<file path="src/sv/at_slp_pkg.sv">
package at_slp_pkg;

  localparam int PREFIX_LEN = 8;
  localparam logic [7:0] SCAN_PREFIX [PREFIX_LEN] = '{
    8'h2B, 8'h43, 8'h57, 8'h4C, 8'h41, 8'h50, 8'h3A, 8'h28
  };

  localparam logic [7:0] CHAR_PLUS  = 8'h2B;
  localparam logic [7:0] CHAR_MINUS = 8'h2D;
  localparam logic [7:0] CHAR_COMMA = 8'h2C;
  localparam logic [7:0] CHAR_CLOSE = 8'h29;
  localparam logic [7:0] CHAR_SPACE = 8'h20;
  localparam logic [7:0] CHAR_TAB   = 8'h09;
  localparam logic [7:0] CHAR_CR    = 8'h0D;
  localparam logic [7:0] CHAR_ZERO  = 8'h30;
  localparam logic [7:0] CHAR_NINE  = 8'h39;

  // Field numbers inside one record
  localparam logic [2:0] F_ENCRYPTION = 3'd0;
  localparam logic [2:0] F_NAME       = 3'd1;
  localparam logic [2:0] F_SIGNAL     = 3'd2;
  localparam logic [2:0] F_STATION    = 3'd3;
  localparam logic [2:0] F_CHANNEL    = 3'd4;
  localparam logic [2:0] F_OFFSET     = 3'd5;
  localparam logic [2:0] FIELD_COUNT  = 3'd6;

  localparam logic [1:0] SLOT_ENCRYPTION = 2'd0;
  localparam logic [1:0] SLOT_SIGNAL     = 2'd1;
  localparam logic [1:0] SLOT_CHANNEL    = 2'd2;
  localparam logic [1:0] SLOT_OFFSET     = 2'd3;

  localparam logic [15:0] NUM_CAP = 16'h8000;
  localparam logic [15:0] NUM_MAX = 16'h7FFF;
  localparam logic [7:0]  COUNT_MAX = 8'hFF;

  localparam int OUT_TEXT_BYTES = 32;
  localparam int TEXT_BITS      = OUT_TEXT_BYTES * 8;
  localparam logic [2:0] LAST_WORD = 3'd7;

  typedef enum logic [2:0] {
    PH_BLANK  = 3'b001,
    PH_DIGITS = 3'b010,
    PH_DONE   = 3'b100
  } phase_t;

  typedef struct packed {
    logic                 kind;
    logic [15:0]          encryption;
    logic [15:0]          signal_strength;
    logic [15:0]          channel;
    logic [15:0]          freq_offset;
    logic [5:0]           name_length;
    logic [5:0]           station_length;
    logic [7:0]           record_count;
    logic [TEXT_BITS-1:0] name_text;
    logic [TEXT_BITS-1:0] station_text;
  } result_t;

endpackage

</file>
<file path="src/sv/at_slp_parser.sv">
module at_slp_parser import at_slp_pkg::*; #(
  parameter int TEXT_BYTES = 32
) (
  input  logic       clk,
  input  logic       rst,
  input  logic       accept,
  input  logic [7:0] byte_value,
  input  logic       end_of_buffer,
  output logic       emit,
  output result_t    result
);

  localparam int STORE_BYTES = (TEXT_BYTES < OUT_TEXT_BYTES) ? TEXT_BYTES : OUT_TEXT_BYTES;
  localparam int RAW_CAP     = TEXT_BYTES + 2;
  localparam int RAW_W       = $clog2(RAW_CAP + 1);
  localparam int IDX_W       = $clog2(STORE_BYTES);

  logic [2:0]       prefix_pos, prefix_pos_next;
  logic             in_record, in_record_next;
  logic [2:0]       field_index, field_index_next;
  logic [15:0]      number_acc [4];
  logic [15:0]      number_acc_next [4];
  logic [3:0]       number_negative, number_negative_next;
  phase_t           number_phase, number_phase_next;
  logic [RAW_W-1:0] raw_lengths [2];
  logic [RAW_W-1:0] raw_lengths_next [2];
  logic [7:0]       records_done, records_done_next;
  logic [7:0]       name_store [STORE_BYTES];
  logic [7:0]       station_store [STORE_BYTES];

  logic             is_digit, is_blank, is_number, is_text;
  logic [1:0]       num_slot;
  logic             text_slot;
  logic [15:0]      digit_value, acc_sel;
  logic [19:0]      acc_times_ten;
  logic [15:0]      acc_step;
  logic [RAW_W-1:0] raw_sel;
  logic             store_we;
  logic [IDX_W-1:0] store_idx;
  logic [7:0]       count_inc;
  logic [RAW_W-1:0] name_len, station_len;
  logic [TEXT_BITS-1:0] name_text, station_text;

  function automatic logic [RAW_W-1:0] stripped_len(input logic [RAW_W-1:0] raw);
    logic [RAW_W-1:0] n;
    n = raw - RAW_W'(2);
    if (raw < RAW_W'(2)) return '0;
    if (n > RAW_W'(TEXT_BYTES)) return RAW_W'(TEXT_BYTES);
    return n;
  endfunction

  function automatic logic [15:0] number_value(input logic [15:0] a, input logic neg);
    if (neg) return 16'(16'd0 - a);
    if (a > NUM_MAX) return NUM_MAX;
    return a;
  endfunction

  assign is_digit = (byte_value >= CHAR_ZERO) && (byte_value <= CHAR_NINE);
  assign is_blank = (byte_value == CHAR_SPACE) ||
                    ((byte_value >= CHAR_TAB) && (byte_value <= CHAR_CR));
  assign digit_value = {8'd0, byte_value - CHAR_ZERO};
  assign count_inc = (records_done == COUNT_MAX) ? records_done : records_done + 8'd1;

  always_comb begin
    is_number = 1'b0;
    is_text   = 1'b0;
    num_slot  = SLOT_ENCRYPTION;
    text_slot = 1'b0;
    unique case (field_index)
      F_ENCRYPTION: begin
        is_number = 1'b1;
        num_slot  = SLOT_ENCRYPTION;
      end
      F_NAME: begin
        is_text   = 1'b1;
        text_slot = 1'b0;
      end
      F_SIGNAL: begin
        is_number = 1'b1;
        num_slot  = SLOT_SIGNAL;
      end
      F_STATION: begin
        is_text   = 1'b1;
        text_slot = 1'b1;
      end
      F_CHANNEL: begin
        is_number = 1'b1;
        num_slot  = SLOT_CHANNEL;
      end
      F_OFFSET: begin
        is_number = 1'b1;
        num_slot  = SLOT_OFFSET;
      end
      default: begin
        is_number = 1'b0;
      end
    endcase
  end

  assign acc_sel       = number_acc[num_slot];
  assign acc_times_ten = {1'b0, acc_sel, 3'b000} + {3'b000, acc_sel, 1'b0} + {4'd0, digit_value};
  assign acc_step      = (acc_times_ten > {4'd0, NUM_CAP}) ? NUM_CAP : acc_times_ten[15:0];
  assign raw_sel       = raw_lengths[text_slot];
  assign store_idx     = IDX_W'(raw_sel - RAW_W'(1));

  always_comb begin
    prefix_pos_next      = prefix_pos;
    in_record_next       = in_record;
    field_index_next     = field_index;
    number_acc_next      = number_acc;
    number_negative_next = number_negative;
    number_phase_next    = number_phase;
    raw_lengths_next     = raw_lengths;
    records_done_next    = records_done;
    store_we             = 1'b0;

    if (accept) begin
      if (end_of_buffer) begin
        prefix_pos_next      = '0;
        in_record_next       = 1'b0;
        field_index_next     = '0;
        number_acc_next      = '{default: '0};
        number_negative_next = '0;
        number_phase_next    = PH_BLANK;
        raw_lengths_next     = '{default: '0};
        records_done_next    = '0;
      end else if (!in_record) begin
        if (byte_value == SCAN_PREFIX[prefix_pos]) begin
          if (prefix_pos == 3'(PREFIX_LEN - 1)) begin
            prefix_pos_next      = '0;
            in_record_next       = 1'b1;
            field_index_next     = '0;
            number_acc_next      = '{default: '0};
            number_negative_next = '0;
            number_phase_next    = PH_BLANK;
            raw_lengths_next     = '{default: '0};
          end else begin
            prefix_pos_next = prefix_pos + 3'd1;
          end
        end else begin
          prefix_pos_next = (byte_value == CHAR_PLUS) ? 3'd1 : 3'd0;
        end
      end else if (byte_value == CHAR_CLOSE) begin
        in_record_next    = 1'b0;
        records_done_next = count_inc;
      end else if (field_index < FIELD_COUNT) begin
        if (byte_value == CHAR_COMMA) begin
          field_index_next  = field_index + 3'd1;
          number_phase_next = PH_BLANK;
        end else if (is_number) begin
          unique case (number_phase)
            PH_BLANK: begin
              if (is_blank) begin
                number_phase_next = PH_BLANK;
              end else if (byte_value == CHAR_PLUS || byte_value == CHAR_MINUS) begin
                number_negative_next[num_slot] = (byte_value == CHAR_MINUS);
                number_phase_next = PH_DIGITS;
              end else if (is_digit) begin
                number_acc_next[num_slot] = digit_value;
                number_phase_next = PH_DIGITS;
              end else begin
                number_phase_next = PH_DONE;
              end
            end
            PH_DIGITS: begin
              if (is_digit) begin
                number_acc_next[num_slot] = acc_step;
              end else begin
                number_phase_next = PH_DONE;
              end
            end
            PH_DONE: begin
              number_phase_next = PH_DONE;
            end
            default: begin
              number_phase_next = number_phase;
            end
          endcase
        end else if (is_text) begin
          // The first raw byte is the opening quote and is not stored
          store_we = (raw_sel != '0) && ((raw_sel - RAW_W'(1)) < RAW_W'(STORE_BYTES));
          if (raw_sel < RAW_W'(RAW_CAP)) begin
            raw_lengths_next[text_slot] = raw_sel + RAW_W'(1);
          end
        end
      end
    end
  end

  always_ff @(posedge clk) begin
    if (rst) begin
      prefix_pos      <= '0;
      in_record       <= 1'b0;
      field_index     <= '0;
      number_acc      <= '{default: '0};
      number_negative <= '0;
      number_phase    <= PH_BLANK;
      raw_lengths     <= '{default: '0};
      records_done    <= '0;
    end else begin
      prefix_pos      <= prefix_pos_next;
      in_record       <= in_record_next;
      field_index     <= field_index_next;
      number_acc      <= number_acc_next;
      number_negative <= number_negative_next;
      number_phase    <= number_phase_next;
      raw_lengths     <= raw_lengths_next;
      records_done    <= records_done_next;
    end
  end

  always_ff @(posedge clk) begin
    if (store_we && !text_slot) begin
      name_store[store_idx] <= byte_value;
    end
    if (store_we && text_slot) begin
      station_store[store_idx] <= byte_value;
    end
  end

  assign name_len    = stripped_len(raw_lengths[0]);
  assign station_len = stripped_len(raw_lengths[1]);

  // Bytes past the stripped length read as zero
  for (genvar b = 0; b < OUT_TEXT_BYTES; b++) begin : g_text
    if (b < STORE_BYTES) begin : g_live
      assign name_text[8*b +: 8]    = (RAW_W'(b) < name_len) ? name_store[b] : 8'd0;
      assign station_text[8*b +: 8] = (RAW_W'(b) < station_len) ? station_store[b] : 8'd0;
    end else begin : g_pad
      assign name_text[8*b +: 8]    = 8'd0;
      assign station_text[8*b +: 8] = 8'd0;
    end
  end

  assign emit = end_of_buffer || (in_record && byte_value == CHAR_CLOSE);

  always_comb begin
    result = '0;
    if (end_of_buffer) begin
      result.kind         = 1'b1;
      result.record_count = records_done;
    end else begin
      result.kind            = 1'b0;
      result.encryption      = number_value(number_acc[SLOT_ENCRYPTION],
                                            number_negative[SLOT_ENCRYPTION]);
      result.signal_strength = number_value(number_acc[SLOT_SIGNAL],
                                            number_negative[SLOT_SIGNAL]);
      result.channel         = number_value(number_acc[SLOT_CHANNEL],
                                            number_negative[SLOT_CHANNEL]);
      result.freq_offset     = number_value(number_acc[SLOT_OFFSET],
                                            number_negative[SLOT_OFFSET]);
      result.name_length     = 6'(name_len);
      result.station_length  = 6'(station_len);
      result.record_count    = count_inc;
      result.name_text       = name_text;
      result.station_text    = station_text;
    end
  end

endmodule

</file>
<file path="src/sv/at_scan_list_parser_core.sv">
// Access-point scan list parser.
// Input channel: one reply byte per transaction (byte_value), or an end marker
// (end_of_buffer high, byte ignored). Output channel: result transactions.
// The parser hunts for "+CWLAP:(" and collects one record up to ')'. A closing
// ')' produces eight record words (word_index 0-3 name text, 4-7 station text,
// the numeric fields and lengths repeated on each, last on word 7). The end
// marker produces one terminator (kind 1, last 1) carrying the record count,
// then all parser state returns to its reset values.
// A result is registered and appears in the cycle after the transaction that causes it.
// Throughput: one input byte per cycle. The eight words of a record leave one
// per cycle from a snapshot register, so input bytes keep flowing meanwhile;
// only a ')' or an end marker that arrives before the previous burst has
// handed over its final word is held by in_stall.
// When the receiver stalls, the current word holds and later words wait.
// Reset (rst, synchronous) clears the parser state and drops any pending
// output words.
module at_scan_list_parser_core import at_slp_pkg::*; #(
  parameter int TEXT_BYTES = 32
) (
  input  logic               clk,
  input  logic               rst,
  input  logic               in_valid,
  output logic               in_stall,
  input  logic [7:0]         byte_value,
  input  logic               end_of_buffer,
  output logic               out_valid,
  input  logic               out_stall,
  output logic               kind,
  output logic signed [15:0] encryption,
  output logic signed [15:0] signal_strength,
  output logic signed [15:0] channel,
  output logic signed [15:0] freq_offset,
  output logic [5:0]         name_length,
  output logic [5:0]         station_length,
  output logic [2:0]         word_index,
  output logic [63:0]        text_word,
  output logic               last,
  output logic [7:0]         record_count
);

  logic    in_accept, emit, out_free, load;
  result_t parsed, held;
  logic [2:0] word;
  logic [7:0] word_offset;

  assign last      = held.kind || (word == LAST_WORD);
  assign out_free  = !out_valid || (!out_stall && last);
  assign in_stall  = emit && !out_free;
  assign in_accept = in_valid && !in_stall;
  assign load      = in_accept && emit;

  at_slp_parser #(
    .TEXT_BYTES(TEXT_BYTES)
  ) u_parser (
    .clk          (clk),
    .rst          (rst),
    .accept       (in_accept),
    .byte_value   (byte_value),
    .end_of_buffer(end_of_buffer),
    .emit         (emit),
    .result       (parsed)
  );

  always_ff @(posedge clk) begin
    if (rst) begin
      out_valid <= 1'b0;
      word      <= '0;
    end else if (load) begin
      out_valid <= 1'b1;
      word      <= '0;
    end else if (out_valid && !out_stall) begin
      if (last) begin
        out_valid <= 1'b0;
      end else begin
        word <= word + 3'd1;
      end
    end
  end

  always_ff @(posedge clk) begin
    if (load) begin
      held <= parsed;
    end
  end

  assign word_offset = {word[1:0], 6'd0};

  assign kind            = held.kind;
  assign encryption      = held.encryption;
  assign signal_strength = held.signal_strength;
  assign channel         = held.channel;
  assign freq_offset     = held.freq_offset;
  assign name_length     = held.name_length;
  assign station_length  = held.station_length;
  assign record_count    = held.record_count;
  assign word_index      = held.kind ? 3'd0 : word;
  assign text_word       = held.kind ? 64'd0 :
                           word[2] ? held.station_text[word_offset +: 64]
                                   : held.name_text[word_offset +: 64];

endmodule
</file>
<file path="config.mk">
export PLATFORM = sky130hd
export DESIGN_NAME = at_scan_list_parser_core
export DESIGN_NICKNAME = d
export VERILOG_FILES = /design/src/sv/at_slp_pkg.sv /design/src/sv/at_slp_parser.sv /design/src/sv/at_scan_list_parser_core.sv
export SDC_FILE = /design/constraint.sdc
export NUM_CORES = 2
export LEC_CHECK = 0
export ABC_AREA = 1
export BUFFER_PORTS_ARGS = -buffer_cell sky130_fd_sc_hd__buf_2
export CORE_MARGIN = 3
export CORE_UTILIZATION = 51
export CTS_CLUSTER_DIAMETER = 30
export CTS_CLUSTER_SIZE = 30
export DETAILED_ROUTE_END_ITERATION = 7
export PLACE_DENSITY_LB_ADDON = 0.12
export SETUP_SLACK_MARGIN = 0.3
export SYNTH_ARGS = -nofsm -noshare
export SYNTH_HDL_FRONTEND = slang
export SYNTH_SLANG_ARGS = --single-unit
export TNS_END_PERCENT = 30
</file>
<file path="constraint.sdc">
create_clock -name clk -period 31.8 [get_ports clk]
set_input_delay 6.36 -clock clk [delete_from_list [all_inputs] [get_ports clk]]
set_output_delay 6.36 -clock clk [all_outputs]
set_load 0.05 [all_outputs]
</file>
# After elaboration in Yosys (flattened, before gate mapping)
# Memory sizes are Yosys's and may differ from the RTL's. A register that Yosys moved wholly into a read port is not among the register bits.
# Index checks and enable logic that the tools add are counted.
[totals]
regBits = 187
ramBits = 512
memories = 3
rom_bits = 64
word_cells = 503
input_bits = 13
[classes]
bitwise = 68
n_addsub = 15
n_eq_ne = 37
shifts = 2
reduce_logical = 108
n_mux = 161
order_cmp = 87
[mem_list]
columns = ["name", "words", "word_bits", "rd", "rd_ports_with_merged_regs", "wr", "line", "text"]
rows = [
  ["u_parser.name_store", 32, 8, 32, 32, 1, "at_slp_parser.sv:28", "logic [7:0] name_store [STORE_BYTES];"],
  ["u_parser.station_store", 32, 8, 32, 32, 1, "at_slp_parser.sv:29", "logic [7:0] station_store [STORE_BYTES];"],
  ["(no name shown)", 8, 8, 1, 0, 0, "at_slp_parser.sv:128", "if (byte_value == SCAN_PREFIX[prefix_pos]) begin"],
]
[op_table]
columns = ["cell", "count"]
rows = [
  ["$mux 64", 14],
  ["$shiftx 256x9->64", 2],
  ["$mux 16", 20],
  ["$lt 5x6->1 const A", 32],
  ["$reduce_or 2->1", 66],
  ["$bwmux 64", 2],
  ["$pmux 64 s2", 1],
  ["$mux 12", 10],
  ["$lt 4x6->1 const A", 16],
  ["$mux 3", 24],
  ["$mux 6", 12],
  ["$not 1->1", 65],
  ["$gt 16x15->1 const B", 4],
  ["$sub 1x16->16 const A", 4],
  ["$mux 8", 7],
  ["$mux 1", 52],
  ["$lt 3x6->1 const A", 8],
  ["$mux 4", 11],
  ["$eq 8x6->1 const B", 5],
  ["$ne 3x3->1 const B", 11],
  ["$bmux 16 s2", 1],
  ["$demux 16 s2", 1],
  ["$lt 1x6->1 const A", 4],
  ["$lt 2x6->1 const A", 4],
  ["other kinds (57)", 102],
]

# Logic depth before layout (Yosys ltp)
[logic_depth]
word_depth = 20
mapped_depth = 30

# Modules after synthesis
# A second synthesis with hierarchy kept.
[hier_totals]
hier_cells = 5532
hier_area_um2 = 54303.3
[by_module_without_submodules]
columns = ["mod", "instances", "area_per_inst_um2", "cells_each", "seq_area_each_um2"]
rows = [
  ["at_slp_parser", 1, 29933.7, 3427, 17336.6],
  ["at_scan_list_parser_core", 1, 24369.6, 2105, 18007.3],
]

# Least setup slack after synthesis
# OpenSTA, ideal clock, no wires.
[synth_timing]
path_kind = "input-to-reg"
startpoint = "input port byte_value[4]"
endpoint = "register u_parser.records_done[6]"
required_ps = 31633
path_stages = 13
t_arrival_ps = 21607
path_buffers = 0
slack_ps = 10026
path_cell_list = "inv_1 ha_1 nand2_2 inv_1 nand2_2 nand2_1 nand3_1 nand2_2 inv_1 nand2_1 inv_1 nand2_1 o22ai_1"
[synth_via]
elab_chain_cells = 7
[synth_lines]
columns = ["item", "line", "text"]
rows = [
  ["start, declared", "at_scan_list_parser_core.sv:24", "input logic [7:0] byte_value,"],
  ["$eq 8x6->1 *", "at_slp_parser.sv:143, at_slp_parser.sv:235", ""],
  ["$logic_and 1x1->1", "at_slp_parser.sv:235", "assign emit = end_of_buffer || (in_record && byte_value == CHAR_CLOSE);"],
  ["$logic_or 1x1->1", "at_slp_parser.sv:235", ""],
  ["$logic_and 1x1->1", "at_scan_list_parser_core.sv:48", "assign in_stall = emit && !out_free;"],
  ["$logic_not 1->1", "at_scan_list_parser_core.sv:49", "assign in_accept = in_valid && !in_stall;"],
  ["$logic_and 1x1->1", "at_scan_list_parser_core.sv:49", ""],
  ["$reduce_and 3->1 (no source line) *", "--", ""],
  ["end signal, assigned", "at_slp_parser.sv:208", "records_done <= records_done_next;"],
  ["end, declared", "at_slp_parser.sv:27", "logic [7:0] records_done, records_done_next;"],
]
# Mark *: on every way between the ends. The rest lies on a longest branch, timed or not.
# A chain may end at the register's enable or synchronous reset.

# Worst setup path after layout
[layout_timing]
startpoint = "input port byte_value[4]"
endpoint = "output port in_stall"
[layout_via]
elab_chain_cells = 4
[layout_lines]
columns = ["item", "line", "text"]
rows = [
  ["$eq 8x6->1", "at_slp_parser.sv:235", ""],
  ["$logic_and 1x1->1", "at_slp_parser.sv:235", ""],
  ["$logic_or 1x1->1", "at_slp_parser.sv:235", ""],
  ["$logic_and 1x1->1", "at_scan_list_parser_core.sv:48", ""],
  ["end, declared", "at_scan_list_parser_core.sv:23", "output logic in_stall,"],
]
# Every way passes these cells.

==> results.ini <==
[floorplan]
ios = 168
design.core.area_um2 = 102000
start_util_pct = 51.5
die_area_um2 = 107000
die_width_um = 327
num_rows = 117
die_y_um = 327

[global_routing]
grt_max_degree = 164
grt_pass1_wl_mm = 211
grt_usage_pct = 26.1
antenna_found_initial = 4
grt_overflow = 0
grt_pass1_vias = 35600

[critical_path]
cp_slowest_cell = buf_4
worst-path-buf-inv = 5
cp_cell_sequence = buf_4, inv_1, ha_1, nand2_2, inv_1, nand2_2, nand2_1, nand3_1, inv_1, buf_2
critPathCaptureType = output port
cpLargestDelayFamily = buffers and inverters
crit_arrival_ns = 8.26
path_class = input pin to output port
cp.required_ns = 25.44
start_kind = input pin
crit_path_max_incr_delay_ns = 0.43
crit_path_max_fanout = 32
crit_top_cell = inv_1

[clocking]
cts-htree-levels = 4
cts_buffers = 224
ctsResizeCount = 0
clk_pin_slew_worst_paths_ns = 0.05
clk_latency_ns = 0.81
clock-sinks = 1211
cts_root_buf = clkbuf_16
clock_path_buffers = 3
postCtsSetupRepairBufs = 0
cts-hold-fix-buffers = 0
cts_tree = yes

[routing]
vias = 36300
drt_pre_antenna_iters = 6
drtIter0Drc = 3616
totalWireLength_mm = 141
drc = 0
vias_per_cell = 5.40
drt.antenna.violating_nets = 0
wire_per_inst_um = 21.0

[synthesis]
synth_warnings = 0
netlist_instances = 4984
ys_ff_latch = 1211
synth_area_um2 = 52600
synth.distinct_cells = 56
syn_area_per_cell_um2 = 10.5
ys_seq_area_share_pct = 67.3
syn_nets = 5059

[placement]
portBuffers = 167
dp_hpwl_mm = 85.4
gp_congestion = 0.897

[power_and_ir_drop]
p_per_area_nw_per_um2 = 70.4
leakage_nw = 24.9
irDropWorstVdd_v = 0.0000489

[timing]
fin_crit_sh_pct = 46.0
setup_viol = 0
drv_slew = 0
slew_headroom_pct = 18.2
min_period_ns = 14.62
hold_viol_final = 0
setup-tns-final_ns = 0
max_freq_ghz = 0.0684
skew_ns = 0.0496
tightest_slew_ns = 1.23
holdWs_ns = 0.476
rsz0062_at_grt = false

[cells_and_area]
nets = 5230
area_growth_pct = 18.0
layout-drive-gt1-share_pct = 12.6
final_cell_mix = edfxtp_1 (1109), nor2_1 (1001), inv_1 (734), nand2_1 (579), o21ai_0 (341)
insertedDiodeCount = 0
final_common_cell = edfxtp_1
fill_cells = 8238

[flow_run]
drv_cap = 0

[worst_hold_path]
hold_class = register to register

[run_status]
status = complete, no violations

-- area by class of cell --
class | instances | area (um2) | share of cell area (%)
clock inverters | 175 | 2220 | 3.58
inverters | 765 | 2890 | 4.66
multi-input cells | 2756 | 13000 | 21.0
well taps | 1368 | 1710 | 2.76
flip-flops and latches | 1211 | 35400 | 57.0
repair buffers | 197 | 1090 | 1.76
clock buffers | 247 | 5710 | 9.22
-- worst paths after layout --
path	from	to	slack (ns)	cells past startpoint
setup reg to reg	u_parser.field_index[0]$_SDFFE_PP0P_	u_parser.number_acc[18]$_SDFFE_PP0P_	26.00	27
hold / removal	u_parser.number_acc[48]$_SDFFE_PP0P_	u_parser.number_acc[48]$_SDFFE_PP0P_	0.48	2
setup / recovery	byte_value[4]	in_stall	17.18	10
hold reg to reg	u_parser.number_acc[48]$_SDFFE_PP0P_	u_parser.number_acc[48]$_SDFFE_PP0P_	0.48	2
-- sequential cells by signal (all words and copies together) (netlist names), 8 cells and up --
register,flops
record_count,8
encryption,16
u_parser.name_store,256
freq_offset,16
u_parser.records_done,8
channel,16
u_parser.number_acc,64
signal_strength,16
u_parser.raw_lengths,12
held,512
u_parser.station_store,256
-- worst min-delay path, cell delays in order, from the launching register on --
cell     delay [ns]
dfxtp_1        0.31
nand2_1        0.06
a21oi_1        0.06
-- synth_stat cells, drive strengths merged --
cell type  number  area, um2
edfxtp       1109      33300
nor2         1018       3900
inv           762       2860
nand2         605       2340
o21ai         357       1810
nand3         198       1010
a21oi         144        739
o22ai         143        895
buf           130        875
clkbuf        122        462
dfxtp         102       2040
nor3           83        442
ha             60        751
a31oi          32        200
a211oi         19        143
xor2           18        173
o211ai         14        105
nand4          13       81.3
or2            13       81.3
xnor2           5       43.8
o21a            4       30.0
o221ai          4       35.0
a221oi          3       26.3
clkinv          3       11.3
nor4            3       18.8
o21bai          3       22.5
o31ai           3       22.5
a21o            2       15.0
fa              2       40.0
nand2b          2       12.5
a2111oi         1       15.0
a21boi          1       7.51
a32oi           1       8.76
and2            1       6.26
and3            1       6.26
nand3b          1       7.51
nor3b           1       7.51
or3             1       6.26
-- report_power, final --
group | total [mW] | internal, mW | switching (mW)
clock | 2.44 | 1.60 | 0.843
combinational | 0.151 | 0.0297 | 0.121
sequential | 1.77 | 1.76 | 0.00840
total | 4.37 | 3.39 | 0.972
-- cell families (layout without fill, tap and decap cells) --
family	Yosys count	after routing	share of synthesized area, %
AOI/OAI and AO/OA	731	731	7.75
xor gates and xnor gates	23	23	0.412
adders and majority gates	62	62	1.50
buffers and inverters	1017	1384	8.01
DFF	1211	1211	67.3
and+or+nand+nor	1940	1940	15.1
-- layer usage --
layer | GRT usage, % | part of all wire [%]
met4 | 9.09 | 3.0
met3 | 4.61 | 7.2
met2 | 42.7 | 48
met5 | 0 | 0
met1 | 35.5 | 42
-- through the flow --
stage	area [um2]	cells	power [mW]	setup slack [ns]	util (%)
6_report	62000	6719	4.37	17.18	60.8
5_1_grt	62000	6719	4.48	17.01	60.8
4_1_cts	62000	6719	4.39	17.12	60.8
3_5_place_dp	54100	6297	1.95	17.13	53.0
3_3_place_gp	54100	6297	1.95	17.16	53.0
2_1_floorplan	52600	4984	1.92	10.03	-
Note: power is estimated with default switching activity, not from simulation.
